<file path="config.mk">
export PLATFORM = sky130hd
export DESIGN_NAME = touch_point_calibrate_rotate_core
export DESIGN_NICKNAME = d
export VERILOG_FILES = /design/src/hw/rtl/tpcr_pkg.sv /design/src/hw/rtl/touch_point_calibrate_rotate_core.sv /design/src/hw/rtl/tpcr_scale_unit.sv
export SDC_FILE = /design/constraint.sdc
export NUM_CORES = 1
export LEC_CHECK = 0
export ABC_AREA = 1
export BUFFER_PORTS_ARGS = -buffer_cell sky130_fd_sc_hd__buf_2
export CORE_MARGIN = 2
export CORE_UTILIZATION = 33
export CTS_CLUSTER_SIZE = 40
export DETAILED_ROUTE_END_ITERATION = 12
export PLACE_DENSITY_LB_ADDON = 0.3
export SYNTH_ARGS = -nofsm -noshare
export SYNTH_HDL_FRONTEND = slang
export SYNTH_SLANG_ARGS = --single-unit
</file>
<file path="constraint.sdc">
create_clock -name clk -period 6.2 [get_ports clk]
set_input_delay 0.62 -clock clk [delete_from_list [all_inputs] [get_ports clk]]
set_output_delay 0.62 -clock clk [all_outputs]
set_load 0.01 [all_outputs]
</file>
<file path="src/hw/rtl/tpcr_pkg.sv">
// ----------------------------------------------------------------------------
// tpcr_pkg
// Shared types and constants for the touch point calibrate and rotate block.
// ----------------------------------------------------------------------------
package tpcr_pkg;

  // screen dimension registers and the scaled coordinate before clamping
  localparam int DIM_BITS = 11;
  localparam int CNT_BITS = 4;
  localparam int TIME_BITS = 32;
  localparam int CFG_DATA_BITS = 32;
  localparam int CFG_INDEX_BITS = 3;

  localparam int RAW_LOW_RESET = 200;
  localparam int RAW_HIGH_RESET = 3900;
  localparam int WIDTH_RESET = 320;
  localparam int HEIGHT_RESET = 240;
  localparam int ORIENT_RESET = 1;
  localparam int DEBOUNCE_RESET = 250;

  typedef enum logic [CFG_INDEX_BITS-1:0] {
    REG_RAW_X_LOW,
    REG_RAW_X_HIGH,
    REG_RAW_Y_LOW,
    REG_RAW_Y_HIGH,
    REG_SCREEN_WIDTH,
    REG_SCREEN_HEIGHT,
    REG_ORIENTATION,
    REG_DEBOUNCE_DELAY
  } cfg_reg_t;

  typedef enum logic [1:0] {
    ORIENT_0,
    ORIENT_90,
    ORIENT_180,
    ORIENT_270
  } orient_t;

  typedef struct packed {
    logic busy;
    logic done;
  } scale_stat_t;

endpackage

</file>
<file path="src/hw/rtl/touch_point_calibrate_rotate_core.sv">
// ----------------------------------------------------------------------------
// touch_point_calibrate_rotate_core
// Debounces and windows a touch sample, scales it to screen coordinates,
// rotates and clamps it.
// ----------------------------------------------------------------------------
// Sequence: an accepted sample is checked, each axis in turn passes the shared
//   scaler, then the point is rotated and clamped; a rejected sample goes
//   straight out. An axis with a zero span or a zero size skips the divide.
// One sample at a time: the next request is taken once the last result is in
//   the output register, while that result still waits there.
// Reset: synchronous; configuration registers return to their defaults, last touch time 0.
// ----------------------------------------------------------------------------
module touch_point_calibrate_rotate_core #(
  parameter int RAW_BITS   = 12,
  parameter int COORD_BITS = 10
) (
  input  logic                                  clk,
  input  logic                                  rst,
  input  logic                                  cfg_we,
  input  logic [tpcr_pkg::CFG_INDEX_BITS-1:0]   cfg_index,
  input  logic [tpcr_pkg::CFG_DATA_BITS-1:0]    cfg_data,
  input  logic                                  s_tvalid,
  output logic                                  s_tready,
  // raw_x, raw_y, now_ms, zero fill
  input  logic [((2*RAW_BITS+32+7)/8)*8-1:0]    s_tdata,
  // pressed
  input  logic                                  s_tuser,
  output logic                                  m_tvalid,
  input  logic                                  m_tready,
  // screen_x, screen_y, zero fill
  output logic [((2*COORD_BITS+7)/8)*8-1:0]     m_tdata,
  // point_valid
  output logic                                  m_tuser
);

  localparam int DB = tpcr_pkg::DIM_BITS;
  localparam int TB = tpcr_pkg::TIME_BITS;
  localparam int OUT_W = ((2*COORD_BITS+7)/8)*8;
  localparam int COORD_MAX = (1 << COORD_BITS) - 1;

  typedef enum logic [2:0] {
    ST_IDLE, ST_CHECK, ST_AXIS_X, ST_WAIT_X, ST_AXIS_Y, ST_WAIT_Y, ST_ROTATE, ST_FINISH
  } state_t;

  state_t                     state;
  logic [RAW_BITS-1:0]        x_low, x_high, y_low, y_high;
  logic [DB-1:0]              scr_w, scr_h;
  tpcr_pkg::orient_t          orient;
  logic [TB-1:0]              debounce;
  logic [TB-1:0]              last_t;

  logic                       in_pressed;
  logic [RAW_BITS-1:0]        in_x, in_y;
  logic [TB-1:0]              in_now;

  logic signed [DB+1:0]       mx, my;
  logic                       res_valid;
  logic [COORD_BITS-1:0]      res_x, res_y;

  logic                       sel_y;
  logic [RAW_BITS-1:0]        cur_raw, cur_lo, cur_hi, cur_span, cur_diff;
  logic [DB-1:0]              cur_size;
  logic                       need_div;
  logic signed [DB+1:0]       direct_val;
  logic                       win_ok, time_ok;
  logic signed [DB+1:0]       w_s, h_s, rot_x, rot_y;
  logic                       rotated;
  logic [COORD_BITS-1:0]      clamp_x, clamp_y;
  logic                       out_load;

  logic                       su_start;
  logic [DB-1:0]              su_quot;
  tpcr_pkg::scale_stat_t      su_stat;

  function automatic logic [COORD_BITS-1:0] clamp_coord(input logic signed [DB+1:0] v,
                                                         input logic [DB-1:0] size);
    logic [DB-1:0] szm1;
    logic [DB-1:0] top;
    logic [COORD_BITS-1:0] r;
    szm1 = size - 1'b1;
    top  = (32'(szm1) > COORD_MAX) ? DB'(COORD_MAX) : szm1;
    if (size == '0 || v < 0) begin
      r = '0;
    end else if (v > $signed({2'b00, top})) begin
      r = COORD_BITS'(top);
    end else begin
      r = COORD_BITS'(v);
    end
    return r;
  endfunction

  assign s_tready = (state == ST_IDLE);
  assign out_load = (state == ST_FINISH) && (!m_tvalid || m_tready);

  // per-axis operand selection
  assign sel_y     = (state == ST_AXIS_Y);
  assign cur_raw   = sel_y ? in_y : in_x;
  assign cur_lo    = sel_y ? y_low : x_low;
  assign cur_hi    = sel_y ? y_high : x_high;
  assign cur_size  = sel_y ? scr_h : scr_w;
  assign cur_span  = cur_hi - cur_lo;
  assign cur_diff  = cur_raw - cur_lo;
  assign need_div  = (cur_span != '0) && (cur_size != '0);
  assign direct_val = (cur_size == '0 && cur_span != '0 && cur_raw == cur_hi) ?
                      -(DB+2)'(1) : '0;
  assign su_start  = (state == ST_AXIS_X || state == ST_AXIS_Y) && need_div;

  assign win_ok  = (in_x >= x_low) && (in_x <= x_high) && (in_y >= y_low) && (in_y <= y_high);
  assign time_ok = (in_now - last_t) >= debounce;

  assign w_s     = $signed({2'b00, scr_w});
  assign h_s     = $signed({2'b00, scr_h});
  assign rotated = (orient == tpcr_pkg::ORIENT_90) || (orient == tpcr_pkg::ORIENT_270);

  always_comb begin
    unique case (orient)
      tpcr_pkg::ORIENT_90: begin
        rot_x = h_s - (DB+2)'(1) - my;
        rot_y = mx;
      end
      tpcr_pkg::ORIENT_180: begin
        rot_x = w_s - (DB+2)'(1) - mx;
        rot_y = h_s - (DB+2)'(1) - my;
      end
      tpcr_pkg::ORIENT_270: begin
        rot_x = my;
        rot_y = w_s - (DB+2)'(1) - mx;
      end
      default: begin
        rot_x = mx;
        rot_y = my;
      end
    endcase
  end

  assign clamp_x = clamp_coord(rot_x, rotated ? scr_h : scr_w);
  assign clamp_y = clamp_coord(rot_y, rotated ? scr_w : scr_h);

  tpcr_scale_unit #(
    .RAW_BITS (RAW_BITS)
  ) u_scale (
    .clk    (clk),
    .rst    (rst),
    .start  (su_start),
    .diff   (cur_diff),
    .factor (cur_size - 1'b1),
    .span   (cur_span),
    .quot   (su_quot),
    .stat   (su_stat)
  );

  always_ff @(posedge clk) begin
    if (rst) begin
      state    <= ST_IDLE;
      m_tvalid <= 1'b0;
      last_t   <= '0;
      x_low    <= RAW_BITS'(tpcr_pkg::RAW_LOW_RESET);
      x_high   <= RAW_BITS'(tpcr_pkg::RAW_HIGH_RESET);
      y_low    <= RAW_BITS'(tpcr_pkg::RAW_LOW_RESET);
      y_high   <= RAW_BITS'(tpcr_pkg::RAW_HIGH_RESET);
      scr_w    <= DB'(tpcr_pkg::WIDTH_RESET);
      scr_h    <= DB'(tpcr_pkg::HEIGHT_RESET);
      orient   <= tpcr_pkg::orient_t'(tpcr_pkg::ORIENT_RESET);
      debounce <= TB'(tpcr_pkg::DEBOUNCE_RESET);
    end else begin
      if (cfg_we) begin
        unique case (tpcr_pkg::cfg_reg_t'(cfg_index))
          tpcr_pkg::REG_RAW_X_LOW:      x_low    <= cfg_data[RAW_BITS-1:0];
          tpcr_pkg::REG_RAW_X_HIGH:     x_high   <= cfg_data[RAW_BITS-1:0];
          tpcr_pkg::REG_RAW_Y_LOW:      y_low    <= cfg_data[RAW_BITS-1:0];
          tpcr_pkg::REG_RAW_Y_HIGH:     y_high   <= cfg_data[RAW_BITS-1:0];
          tpcr_pkg::REG_SCREEN_WIDTH:   scr_w    <= cfg_data[DB-1:0];
          tpcr_pkg::REG_SCREEN_HEIGHT:  scr_h    <= cfg_data[DB-1:0];
          tpcr_pkg::REG_ORIENTATION:    orient   <= tpcr_pkg::orient_t'(cfg_data[1:0]);
          tpcr_pkg::REG_DEBOUNCE_DELAY: debounce <= cfg_data[TB-1:0];
          default: ;
        endcase
      end

      if (out_load) begin
        m_tvalid <= 1'b1;
      end else if (m_tready) begin
        m_tvalid <= 1'b0;
      end

      unique case (state)
        ST_IDLE: begin
          if (s_tvalid) begin
            in_pressed <= s_tuser;
            in_x       <= s_tdata[RAW_BITS-1:0];
            in_y       <= s_tdata[2*RAW_BITS-1:RAW_BITS];
            in_now     <= s_tdata[2*RAW_BITS+TB-1:2*RAW_BITS];
            state      <= ST_CHECK;
          end
        end
        ST_CHECK: begin
          if (in_pressed && time_ok && win_ok) begin
            last_t <= in_now;
            state  <= ST_AXIS_X;
          end else begin
            res_valid <= 1'b0;
            res_x     <= '0;
            res_y     <= '0;
            state     <= ST_FINISH;
          end
        end
        ST_AXIS_X: begin
          mx    <= direct_val;
          state <= need_div ? ST_WAIT_X : ST_AXIS_Y;
        end
        ST_WAIT_X: begin
          if (su_stat.done) begin
            mx    <= $signed({2'b00, su_quot});
            state <= ST_AXIS_Y;
          end
        end
        ST_AXIS_Y: begin
          my    <= direct_val;
          state <= need_div ? ST_WAIT_Y : ST_ROTATE;
        end
        ST_WAIT_Y: begin
          if (su_stat.done) begin
            my    <= $signed({2'b00, su_quot});
            state <= ST_ROTATE;
          end
        end
        ST_ROTATE: begin
          res_valid <= 1'b1;
          res_x     <= clamp_x;
          res_y     <= clamp_y;
          state     <= ST_FINISH;
        end
        ST_FINISH: begin
          if (out_load) begin
            m_tuser  <= res_valid;
            m_tdata  <= OUT_W'({res_y, res_x});
            state    <= ST_IDLE;
          end
        end
        default: state <= ST_IDLE;
      endcase
    end
  end

`ifndef SYNTHESIS
  a_last_time_only_on_check: assert property (@(posedge clk) disable iff (rst)
    (state != ST_CHECK) |=> $stable(last_t))
    else $error("last touch time moved outside the acceptance check");

  a_rejected_is_zero: assert property (@(posedge clk) disable iff (rst)
    (m_tvalid && !m_tuser) |-> (m_tdata == '0))
    else $error("rejected sample carries non-zero coordinates");

  a_scale_done_when_waiting: assert property (@(posedge clk) disable iff (rst)
    su_stat.done |-> (state == ST_WAIT_X || state == ST_WAIT_Y))
    else $error("scaler finished with no axis waiting");

  a_scale_busy_when_waiting: assert property (@(posedge clk) disable iff (rst)
    (state == ST_WAIT_X || state == ST_WAIT_Y) |-> (su_stat.busy || su_stat.done))
    else $error("axis waiting on an idle scaler");
`endif

endmodule

</file>
<file path="src/hw/rtl/tpcr_scale_unit.sv">
// ----------------------------------------------------------------------------
// tpcr_scale_unit
// Shared scaler: multiplies an offset by (size - 1), then divides by the
// calibration span with a restoring divider, one quotient bit per cycle.
// ----------------------------------------------------------------------------
module tpcr_scale_unit #(
  parameter int RAW_BITS = 12
) (
  input  logic                              clk,
  input  logic                              rst,
  input  logic                              start,
  input  logic [RAW_BITS-1:0]               diff,
  input  logic [tpcr_pkg::DIM_BITS-1:0]     factor,
  input  logic [RAW_BITS-1:0]               span,
  output logic [tpcr_pkg::DIM_BITS-1:0]     quot,
  output tpcr_pkg::scale_stat_t             stat
);

  localparam int DB = tpcr_pkg::DIM_BITS;
  localparam int PW = RAW_BITS + DB;

  typedef enum logic [1:0] {SU_IDLE, SU_MUL, SU_DIV} su_state_t;

  su_state_t                     state;
  logic [RAW_BITS-1:0]           a_op;
  logic [DB-1:0]                 b_op;
  logic [RAW_BITS-1:0]           divisor;
  logic [RAW_BITS-1:0]           rem;
  logic [DB-1:0]                 low_bits;
  logic [tpcr_pkg::CNT_BITS-1:0] cnt;
  logic                          done;
  logic [PW-1:0]                 prod;
  logic [RAW_BITS:0]             trial;
  logic [RAW_BITS:0]             trial_sub;
  logic                          ge;

  assign prod      = PW'(a_op) * PW'(b_op);
  assign trial     = {rem, low_bits[DB-1]};
  assign trial_sub = trial - {1'b0, divisor};
  assign ge        = trial >= {1'b0, divisor};

  assign stat.busy = (state != SU_IDLE);
  assign stat.done = done;

  always_ff @(posedge clk) begin
    if (rst) begin
      state <= SU_IDLE;
      done  <= 1'b0;
    end else begin
      done <= 1'b0;
      unique case (state)
        SU_IDLE: begin
          if (start) begin
            a_op    <= diff;
            b_op    <= factor;
            divisor <= span;
            state   <= SU_MUL;
          end
        end
        SU_MUL: begin
          // quotient never exceeds size - 1, so the top part is below the span
          rem      <= prod[PW-1:DB];
          low_bits <= prod[DB-1:0];
          cnt      <= '0;
          state    <= SU_DIV;
        end
        SU_DIV: begin
          rem      <= ge ? trial_sub[RAW_BITS-1:0] : trial[RAW_BITS-1:0];
          low_bits <= {low_bits[DB-2:0], 1'b0};
          quot     <= {quot[DB-2:0], ge};
          if (cnt == tpcr_pkg::CNT_BITS'(DB - 1)) begin
            done  <= 1'b1;
            state <= SU_IDLE;
          end else begin
            cnt <= cnt + 1'b1;
          end
        end
        default: state <= SU_IDLE;
      endcase
    end
  end

endmodule

</file>
* Word level (Yosys, flattened, before mapping)
Index checks and enable logic that the tools add are counted.
** Word-level totals
- Output and inout bits :: 27
- Input bits :: 97
- Register bits after elaboration :: 341
** Cells by class
- Reduce and logical (&&, ||, !) cells :: 50
- Multiplexer cells :: 42
- Multiply operators :: 1
- $add $sub $neg :: 12
- Equal/unequal tests :: 29
- Bitwise logic cells :: 2
- Order comparisons :: 12
** Operators with widths (number)
- case mux 13 bit (3 select lines) :: 2
- 2-to-1 mux 11 bit :: 5
- case mux 13 bit (2 select lines) :: 2
- 2-to-1 mux 10 bit :: 5
- 2-to-1 mux 12 bit :: 4
- case mux 10 bit (2 select lines) :: 2
- subtractor 12 bit :: 3
- zero test 11 bit :: 3
- subtractor 11 x 1 -> 11 bit (second input constant) :: 3
- >= comparator 32 bit :: 1
- subtractor 32 bit :: 1
- > comparator 13 x 12 -> 1 bit :: 2
- less-than comparator 13 x 1 -> 1 bit (second input constant) :: 2
- 2-to-1 mux 13 bit :: 2
- subtractor 12 x 13 -> 13 bit :: 2
- == test 3 bit (second input constant) :: 8
- >= comparator 12 bit :: 2
- <= comparator 12 bit :: 2
- case mux 12 bit (2 select lines) :: 1
- case mux 3 bit (8 select lines) :: 1
- AND reduction 2 bit :: 12
- subtractor 11 x 1 -> 12 bit (second input constant) :: 2
- multiplier 12 x 11 -> 23 bit :: 1
- > comparator 11 x 10 -> 1 bit (second input constant) :: 2
- 30 further kinds :: 78

* Longest topological paths before layout
- Depth in word-level cells :: 10
- Depth in mapped cells :: 31

* Modules after synthesis
From an unflattened synthesis, not the netlist that was laid out.
** Second synthesis, totals
- Cells, all modules :: 3379
- Area, all modules :: 26894.5 sq um
** Modules (own cells, without submodules)
- touch_point_calibrate_rotate_core :: cells each 2339, instances 1, area an instance 18385.1 sq um
- tpcr_scale_unit :: cells each 1040, instances 1, area an instance 8509.4 sq um

* Worst setup path before layout
No wires, ideal clock.
- Kind :: register to register
- From :: reg u_scale.b_op[10]
- To :: reg u_scale.rem[9] (data pin)
- Path slack :: 718 ps
- Clock period less this slack :: 5482 ps
- Library setup time :: 268 ps
- Arrival time :: 5214 ps
- Stages on the path, launching flop included :: 26
- Path buffers :: 1
- Path through :: edfxtp_1 -> clkbuf_1 -> nand2_1 -> fa_1 -> inv_1 -> fa_1 -> inv_1 -> fa_1 -> inv_1 -> fa_1 -> inv_1 -> fa_1 -> inv_1 -> ha_1 -> nand2_1 -> nor2_1 -> nand2_1 -> o211ai_1 -> a31oi_1 -> o21ai_0 -> inv_1 -> o21ai_0 -> nand3_1 -> nand2_1 -> xor2_1 -> o21ai_0
** On the way
- Cells in the longest elaborated chain, start to end :: 2
** RTL lines
- from (decl) :: line tpcr_scale_unit.sv:26 : logic [DB-1:0] b_op;
- from (signal assigned) :: line tpcr_scale_unit.sv:55 : b_op <= factor;
- multiplier 12 x 11 -> 23 bit :: line tpcr_scale_unit.sv:37 : assign prod = PW'(a_op) * PW'(b_op);
- case mux 12 bit (2 select lines) :: line tpcr_scale_unit.sv:51 : unique case (state)
- to (signal assigned) :: line tpcr_scale_unit.sv:62 : rem <= prod[PW-1:DB];
- to (signal assigned) :: line tpcr_scale_unit.sv:68 : rem <= ge ? trial_sub[RAW_BITS-1:0] : trial[RAW_BITS-1:0];
- to (decl) :: line tpcr_scale_unit.sv:28 : logic [RAW_BITS-1:0] rem;
Every way passes these cells.
A chain may end at the register's enable or synchronous reset.

* Final worst setup path
- From :: reg u_scale.a_op[9]
- To :: reg u_scale.rem[9] (data pin)
** On the way
- Cells in the longest elaborated chain, start to end :: 2
** RTL lines
- from (decl) :: line tpcr_scale_unit.sv:25 : logic [RAW_BITS-1:0] a_op;
- from (signal assigned) :: line tpcr_scale_unit.sv:54 : a_op <= diff;
- multiplier 12 x 11 -> 23 bit :: line tpcr_scale_unit.sv:37
- case mux 12 bit (2 select lines) :: line tpcr_scale_unit.sv:51
Every way passes these cells.

==> metrics <==
gp weighted congestion 0.876; critical path required time 6.52 ns; Power Dens Cells 615 nW/um^2; Worst-Skew Late Latency 0.59 ns; RSZ-0062 raised after global routing no; Max Cap Violations 0; area of the multi-input gates 14300 sq um; period utilization 93.0%; Placed Instances 4243; status complete, no violations; vias per cell 4.83; total track usage 18.0%; Post-CTS Hold Buffers 0; synthesis-to-finish area growth 12.5%; Placement Cell Area 27200 sq um; post-route insts no fill 4339; CP endpoint kind register; Pre-antenna DRT Iters 5; Yosys warning count 0; worst min-delay path category primary input to register; Fin Hold WS 0.198 ns; CP arrival 6.09 ns; CTS max path bufs 3; CP top delay family adder cells; relative slew slack 37.6%; Syn Std Cell Area 25600 sq um; most frequent cells in the layout nand2_1 (601), inv_1 (539), o21ai_0 (289); share of cells above drive strength 1 8.43%; leakage power 13.1 nW; flops & latches, synth 339; final setup vio count 0; vias in the first global route 20400; GRT overflow 0; path type of the worst setup path register to register; Slew @ Worst Pin 0.932 ns; main flop type after synthesis edfxtp_1; commonest non-fill, non-tap cell in the layout nand2_1; Crit-path slowest cell edfxtp_1; first-pass GRT wire length 112000 um; Post-Syn Instances 3164; setup TNS 0 ns; CTS Root Cell clkbuf_16; clock sinks 339; Max Slew Vio Count 0; Die ar. 79800 sq um; number of I/O port buffers 119; min Tclk post-route 5.77 ns; Die Ht 282 um; sequential share of the synthesized area 34.2%; Layout Nets 3716; Syn Area/Cell 8.08 sq um; Buf+Inv Stages, Crit Path 6; CTS tree yes; total CTS buffers 43; final-layout fill cell count 8110; maximum vdd drop 0.945 mV; H-tree depth 2; HPWL Detailed 55900 um; critical path's largest stage delay 0.59 ns; post-synth cell types 58; via count 20900; Clock Skews 0.0447 ns; Starting Density 33.2%; register area 8750 sq um; Hold Vio Cnt, Final 0; largest net degree at the start of global routing 64; critical path startpoint category register; Final ANT Viol Nets 0; antenna violations before repair 6; fin util 37.3%; CTS clk-pin slew, worst paths 0.06 ns; EDFF count, synth 196; Crit path top cell by count inv_1; CP Max Fanout 11; 1st-iter DRT viols 1486; Ports 124; Cell Chain, Critical Path nand2_1, fa_1, inv_1, fa_1, inv_1, fa_1, inv_1, fa_1, inv_1, fa_1, inv_1, ha_1, nand2_1, nor2_1, nand2_1, o211ai_1, a31oi_1, o21ai_0, inv_1, o21ai_0, nand3_1, nand2_1, xor2_1, o21ai_0; drt drc 0; final WL 70700 um; Async SR Flop Fraction 0%; CORE AREA 77100 sq um; cell area after layout 28800 sq um; Die Width 282 um; Fmax 173 MHz; Cell Rows 102; DR WL/cell 16.3 um
## worst paths after layout
path	slack [ns]	from	cells past startpoint	endpoint
max reg2reg	0.43	u_scale.a_op[9]	24	u_scale.rem[9]
min reg2reg	0.42	res_x[5]	0	m_tdata[5]
min	0.20	s_tdata[3]	1	in_x[3]
max	0.43	u_scale.a_op[9]	24	u_scale.rem[9]
## stage by stage
| step | power (W) | setup slack, ns |
|---|---|---|
| after global placement | 0.0151 | 0.423 |
| after CTS | 0.0178 | 0.334 |
| after global routing | 0.0199 | 0.00136 |
| after detailed placement | 0.0152 | 0.344 |
| final | 0.0177 | 0.431 |
| after floorplan | 0.0124 | 0.718 |
## worst register-to-register path, delay by kind of cell, from the launching register on
kind / cells / cell delay [ns]
simple gates: 6 / 0.68
fa+ha+maj: 6 / 2.92
xor+xnor: 1 / 0.13
buf+inv: 6 / 0.34
flops: 1 / 0.59
compound gates: 5 / 0.84
## state kept, by name, indices dropped and copies added (netlist names), 12 cells and up
register / count
u_scale.divisor: 12
x_high: 12
m_tdata: 20
last_t: 32
y_low: 12
x_low: 12
debounce: 32
u_scale.a_op: 12
in_y: 12
in_now: 32
y_high: 12
in_x: 12
u_scale.rem: 12
my: 12
mx: 12
## layout make-up
cell class                      instances  area share [%]
Clock buffer                           51            3.88
Inverter                              546            7.13
Multi-Input combinational cell       2174            49.8
Timing Repair Buffer                  159            3.20
Sequential cell                       339            30.4
Antenna cell                            2          0.0174
Tap cell                             1040            4.52
Clock inverter                         28            1.10
## synthesized netlist by cell type (all sizes together), types with 2 or more instances
cell type / instances / area, sq um
o31ai: 5 / 51.3
xnor2: 38 / 333
o22ai: 8 / 50.1
nand4: 31 / 200
a211oi: 6 / 45.0
o221ai: 4 / 35.0
a21o: 7 / 52.6
edfxtp: 196 / 5890
dfxtp: 143 / 2860
nor4: 11 / 75.1
o21a: 6 / 45.0
a31oi: 15 / 93.8
buf: 30 / 213
nand3b: 6 / 45.0
a21oi: 289 / 1450
o2111ai: 8 / 70.1
inv: 545 / 2050
clkbuf: 79 / 297
o21ai: 308 / 1570
a21boi: 6 / 45.1
ha: 261 / 3270
nor3: 30 / 160
fa: 95 / 1900
nand3: 101 / 521
o21bai: 4 / 30.0
nand2: 606 / 2290
o211ai: 42 / 315
a22oi: 6 / 45.0
nor2: 166 / 653
or2: 10 / 62.6
conb: 2 / 7.51
xor2: 91 / 797
## routing by layer
layer  vias up  routed length, um  GRT usage, %
li1      10600                  -             -
met1      9685              33300          24.7
met2       506              31500          28.9
met3       110               3660          2.72
met4         8               2160          5.89
met5         -                 55             0
## power breakdown
| group | internal (W) | leakage, nW | switching [W] |
|---|---|---|---|
| clock | 0.00148 | 0.680 | 0.00105 |
| sequential | 0.00326 | 2.96 | 0.000259 |
| combinational | 0.00454 | 9.49 | 0.00712 |
| total | 0.00927 | 13.1 | 0.00842 |
## logic make-up (layout without fill, tap and decap cells)
logic type      after synthesis  in the layout  synth area share [%]
compound gates              717            717                  15.3
xor+xnor                    129            129                  4.42
fa+ha+maj                   356            356                  20.2
buf+inv                     655            784                  10.0
flops                       339            339                  34.2
mux                           1              1                0.0391
other cells                   2              8                0.0294
simple gates                965            965                  15.8
## timing repair
action | 4_1_cts | 5_1_grt
gates resized for setup | 0 | 1
buffers inserted | 0 | 15
endpoints found under the setup margin | 0 | 22
Power figures use the tool's default switching activity.
